$ cat config.mk
export PLATFORM = sky130hd
export DESIGN_NAME = kvt_cell
export DESIGN_NICKNAME = d
export VERILOG_FILES = /design/src/rtl/kvt_pkg.sv /design/src/rtl/kvt_cell.sv
export SDC_FILE = /design/constraint.sdc
export NUM_CORES = 1
export LEC_CHECK = 0
export BUFFER_PORTS_ARGS = -buffer_cell sky130_fd_sc_hd__buf_2
export CORE_ASPECT_RATIO = 0.9
export CORE_UTILIZATION = 42
export CTS_CLUSTER_SIZE = 28
export DETAILED_ROUTE_END_ITERATION = 10
export PLACE_DENSITY = 0.84
export SYNTH_ARGS = -nofsm -noshare
export SYNTH_HDL_FRONTEND = slang
export SYNTH_SLANG_ARGS = --single-unit
$ cat constraint.sdc
create_clock -name clk -period 3.4 [get_ports clk]
set_input_delay 0.34 -clock clk [delete_from_list [all_inputs] [get_ports clk]]
set_output_delay 0.34 -clock clk [all_outputs]
set_load 0.1 [all_outputs]
$ cat src/rtl/kvt_pkg.sv
package kvt_pkg;

	localparam int WORD_W = 32;

	typedef logic [1:0] func_t;
	typedef logic [1:0] status_t;
	typedef logic signed [WORD_W-1:0] word_t;

	localparam func_t FUNC_LOOKUP = 2'd0;
	localparam func_t FUNC_DELETE = 2'd1;
	localparam func_t FUNC_SET    = 2'd2;

	localparam status_t ST_OK        = 2'd0;
	localparam status_t ST_NOT_FOUND = 2'd1;
	localparam status_t ST_FULL      = 2'd2;

	localparam word_t MISS_WORD = '1;

	// command token handed from cell to cell
	typedef struct packed {
		logic  valid;
		func_t func;
		word_t key;
		word_t value;
		logic  found;
		logic  claimed;
		word_t rdata;
	} token_t;

	// resolution sent to every cell when the token leaves the chain
	typedef struct packed {
		logic commit;
		logic drop;
	} bcast_t;

endpackage

$ cat src/rtl/kvt_cell.sv
module kvt_cell (
	input  logic            clk,
	input  logic            arst_n,
	input  kvt_pkg::token_t tok_in,
	input  kvt_pkg::bcast_t bcast,
	output kvt_pkg::token_t tok_out
);
	import kvt_pkg::*;

	word_t  key_q;
	word_t  value_q;
	logic   valid_q;
	logic   pending_q;
	logic   hit;
	logic   claim;
	token_t nxt;
	token_t pay_s1;
	logic   vld_s1;

	assign hit   = tok_in.valid && valid_q && (key_q == tok_in.key);
	// first free slot seen by a set takes the key tentatively
	assign claim = tok_in.valid && (tok_in.func == FUNC_SET) && !valid_q && !tok_in.claimed;

	always_comb begin
		nxt         = tok_in;
		nxt.found   = tok_in.found | hit;
		nxt.claimed = tok_in.claimed | claim;
		if (hit) begin
			nxt.rdata = value_q;
		end
	end

	always_ff @(posedge clk or negedge arst_n) begin
		if (!arst_n) begin
			valid_q   <= 1'b0;
			pending_q <= 1'b0;
			vld_s1    <= 1'b0;
		end else begin
			vld_s1 <= tok_in.valid;
			if (hit && (tok_in.func == FUNC_DELETE)) begin
				valid_q <= 1'b0;
			end else if (bcast.commit && pending_q) begin
				valid_q <= 1'b1;
			end
			if (claim) begin
				pending_q <= 1'b1;
			end else if (bcast.commit || bcast.drop) begin
				pending_q <= 1'b0;
			end
		end
	end

	always_ff @(posedge clk) begin
		pay_s1 <= nxt;
		if (claim) begin
			key_q <= tok_in.key;
		end
		if (claim || (hit && (tok_in.func == FUNC_SET))) begin
			value_q <= tok_in.value;
		end
	end

	always_comb begin
		tok_out       = pay_s1;
		tok_out.valid = vld_s1;
	end

endmodule

### Yosys cells after proc, flatten, opt, wreduce, memory -nomap -nowiden

Index checks and enable logic that the tools add are counted.
W data, S select, Z words.

| storage, ports and cells | value |
|---|---|
| logic and storage cells | 35 |
| bits of input ports | 105 |
| output and inout port bits | 101 |
| flip-flop bits (word level) | 167 |

| cells by class | value |
|---|---|
| multiplexer cells | 5 |
| bitwise logic cells | 2 |
| reductions and logical operators | 14 |
| equal/unequal tests | 3 |

Operators by type and width:

| kind | count |
|---|---|
| $eq A32 B32 Y1 | 1 |
| $mux W32 | 1 |
| $logic_and A1 B1 Y1 | 8 |
| $mux W1 | 4 |
| $reduce_bool A2 Y1 | 2 |
| $eq A2 B1 Y1 const B | 1 |
| $eq A2 B2 Y1 const B | 1 |
| $logic_not A1 Y1 | 2 |
| $logic_or A1 B1 Y1 | 2 |
| $or A1 B1 Y1 | 2 |

### Longest topological paths before layout

| depth | value |
|---|---|
| word-level depth | 5 |
| mapped depth | 6 |

### Least setup slack after synthesis

OpenSTA, ideal clock, no wires.

| path | value |
|---|---|
| kind | input to register |
| from | input port tok_in[99] in the netlist's numbering |
| to | register value_q[0] (enable) |
| path buffers | 0 |
| slack | 0.110 ns |
| stages on the path | 4 |
| required time | 3.023 ns |
| arrival | 2.913 ns |
| path through | inv_1 > nor4b_1 > nor2b_1 > a31o_2 |

| between the ends | value |
|---|---|
| longest elaborated chain between the ends | 5 |
| elaborated cells between the ends (all ways) | 6 |
| classes of those cells | eq/ne: 1; reduce/logical: 5 |

Ends and longest elaborated chain:

| item | RTL line | RTL |
|---|---|---|
| from (decl) | kvt_cell.sv:4 | `input kvt_pkg::token_t tok_in,` |
| $eq A2 B2 Y1 | kvt_cell.sv:22 | `assign claim = tok_in.valid && (tok_in.func == FUNC_SET) && !valid_q && !tok_in.claimed;` |
| $logic_and A1 B1 Y1 (3 in a row) | kvt_cell.sv:22 |  |
| named net claim | kvt_cell.sv:15 | `logic claim;` |
| $logic_or A1 B1 Y1 | kvt_cell.sv:58 | `if (claim \|\| (hit && (tok_in.func == FUNC_SET))) begin` |
| to (signal assigned) | kvt_cell.sv:59 | `value_q <= tok_in.value;` |
| to (decl) | kvt_cell.sv:11 | `word_t value_q;` |

The timed path passes the listed nets, and every way through them passes these cells.
A chain may end at the register's enable or synchronous reset.

==> summary.txt <==
Synthesis
  • Synth Area per Inst: 18.8 sq um
  • Post-synthesis register bit count: 167
  • EDFF count, synth: 64
  • Ys flop type: dfxtp_1
  • Synthesized instance count: 258
  • Sequential fraction of the synthesis area: 0.826
  • Most numerous cell in the Yosys netlist: dfxtp_1
  • Largest area contributor in the netlist: dfxtp_1
  • Yosys cell types: 24
  • Synth top area share: 0.414
  • Synth cell count leaders: dfxtp_1, edfxtp_1, mux2_2, xnor2_1, xor2_1
  • Mapped Nets: 363
  • Synth Cell Area: 0.00484 sq mm
  • Yosys warnings: 0
  • Largest cells by area after synthesis: dfxtp_1, edfxtp_1, mux2_2, xnor2_1, xor2_1
  • Synth async-reset ratio: 0.0180

Floorplan
  • Full die area: 0.0120 sq mm
  • Top Ports: 206
  • DIE WIDTH: 115 microns
  • DIE HEIGHT: 104 microns
  • Core footprint: 0.0110 sq mm
  • Initial Util: 0.438
  • Rows: 36

Final layout
  • # diodes: 0
  • Area Growth Syn to Fin: 37.1%
  • Post-route cell area: 0.00663 sq mm
  • Share of cells above drive strength 1: 0.552
  • Final nets: 587

GRT
  • Pin count of the biggest net entering global routing: 35
  • Global-route wire length before repair: 14800 microns
  • Vias in the first global route: 3019
  • GRT Resource Usage Total: 0.168
  • Initial antenna violation count: 0
  • Grt total ovfl: 0

Critical path
  • CP max FO: 34
  • Crit Path Class: flip-flop to flip-flop
  • Worst r2r src: key_q[28]
  • Worst Reg-to-Reg Cells: 6
  • CP arrival: 2.79 ns
  • CP Cell Sequence: xnor2_1 > nand4_1 > or4_4 > nor4_4 > buf_4 > mux2_2
  • CP max stage delay: 0.55 ns
  • Worst-case register-to-register setup slack: 0.90 ns
  • CP Capture Type: flip-flop
  • Reg2Reg Capture Point: tok_out[6]
  • Worst Path Required: 3.69 ns
  • Crit path buf inv count: 1
  • CP max stage cell: or4_4
  • CP top delay family: simple AND/OR/NAND/NOR gates
  • Startpoint Class: flip-flop

Detailed routing
  • Initial DRC Count: 159
  • First-pass detailed-route iteration total: 4
  • Routed Antenna Nets: 0
  • DRC: 0
  • Vias per inst: 4.43
  • Via count: 2867
  • DR WL/cell: 14.6 microns
  • Total wire length: 9470 microns

Min path
  • Worst hold endpoint: tok_out[58]
  • HP Class: input port to flip-flop
  • WHS Path Cells: 1
  • Critical hold path startpoint: tok_in[58]

Clocking
  • Worst-Skew Late Latency: 0.40 ns
  • Num CTS Buffers: 17
  • Num Clock Sinks: 167
  • CTS clock-pin slew for the worst setup and hold paths: 0.06 ns
  • H-tree lvl count: 4
  • Post-CTS sizing: 0
  • CTS tree: done
  • Setup bufs post-CTS: 0
  • CTS root buffer: clkbuf_16
  • Clock Path Buffers: 2

Placement
  • GP Congestion: 0.729
  • DP Area: 0.00604 sq mm
  • DPL Wire Length: 6820 microns
  • Number of port buffers: 205

STA
  • Final period util: 0.736
  • Min Tclk post-route: 2.50 ns
  • Fin. Hold Viols: 0
  • Slew @ Worst Pin: 0.516 ns
  • RSZ-0062 raised after global routing: false
  • Setup violators final: 0
  • Max Clk Rate: 400 MHz
  • Max_slew headroom: 0.659
  • Setup TNS: 0 ns
  • Final Max Tran Viols: 0
  • Clock Skews: 0.00753 ns

Run
  • Max Cap Viol: 0

Power
  • Power per cell area: 706 mW/mm^2
  • Max VDD drop: 0.000497 V
  • Leak pwr: 0.00285 uW

Status
  • Status: completed
[where the power goes]
part | switching [uW] | internal [uW] | total [uW]
Sequential | 23.2 | 2160 | 2190
Combinational | 557 | 119 | 676
Clock | 702 | 1120 | 1820
[routing by layer]
metal	global-route usage	part of all wire	vias to the layer above
met2	0.305	0.54	124
met1	0.171	0.38	1371
met5	0	0	-
met4	0.0640	0.014	0
met3	0.0667	0.063	11
li1	-	-	1361
[what timing repair did]
action | 4_1_cts | 5_1_grt
setup endpoints to repair | 0 | 0
hold endpoints to repair | 3 | 0
hold buffers | 1 | 0
[how the worst max path moves through the flow]
| stage | slack (ns) | to | start | depth (start not counted) |
|---|---|---|---|---|
| 3_3_place_gp | 0.85 | tok_out[5] | tok_in[73] | 7 |
| 2_1_floorplan | 0.11 | value_q[0] | tok_in[99] | 4 |
| 3_5_place_dp | 0.79 | tok_out[24] | tok_in[69] | 7 |
| 6_report | 0.90 | tok_out[6] | key_q[28] | 6 |
| 4_1_cts | 0.87 | tok_out[24] | key_q[24] | 6 |
| 5_1_grt | 0.74 | tok_out[24] | key_q[0] | 6 |
[cell type report]
| type | count | area [sq um] |
|---|---|---|
| Inverter | 2 | 7.51 |
| Multi-Input combinational cell | 85 | 793 |
| Tap cell | 152 | 190 |
| Sequential cell | 167 | 4000 |
| Clock buffer | 26 | 552 |
| Timing Repair Buffer | 209 | 1060 |
| Fill cell | 832 | 4400 |
| Clock inverter | 6 | 33.8 |
[flip-flops by register name, summed over array words and instances (netlist names)]
name and cells:
valid_q 1, key_q 32, vld_s1 1, pending_q 1, tok_out 100, value_q 32
[cell families after synthesis]
kind of cell           synth area share
AND/OR/NAND/NOR                  0.0253
flip-flops                        0.826
multiplexers                     0.0745
AO/OA/AOI/OAI                   0.00569
buffers and inverters            0.0101
XOR/XNOR                         0.0579
[cells in the final DEF (no fill, tap or decap), types with 5 or more instances in the layout]
cell | synthesis | routed
nand4_1 | 5 | 5
dfxtp_1 | 100 | 100
mux2_2 | 29 | 29
clkbuf_16 | 0 | 19
xor2_1 | 11 | 11
xnor2_1 | 21 | 21
clkinv_2 | 0 | 5
edfxtp_1 | 64 | 64
buf_2 | 0 | 205
clkbuf_8 | 0 | 5
[through the flow]
| step | cells | power (uW) | utilization | setup WS (ns) | hold WS [ns] |
|---|---|---|---|---|---|
| finish | 647 | 4680 | 0.601 | 0.899 | 0.0466 |
| global route | 647 | 4830 | 0.601 | 0.738 | 0.0209 |
| CTS | 647 | 4720 | 0.601 | 0.866 | 0.0242 |
| detailed placement | 614 | 2910 | 0.547 | 0.788 | 0.141 |
| global placement | 614 | 2900 | 0.547 | 0.845 | 0.137 |
| floorplan | 258 | 2750 | - | 0.110 | 0.0444 |
Note: power is estimated with default switching activity, not from simulation.
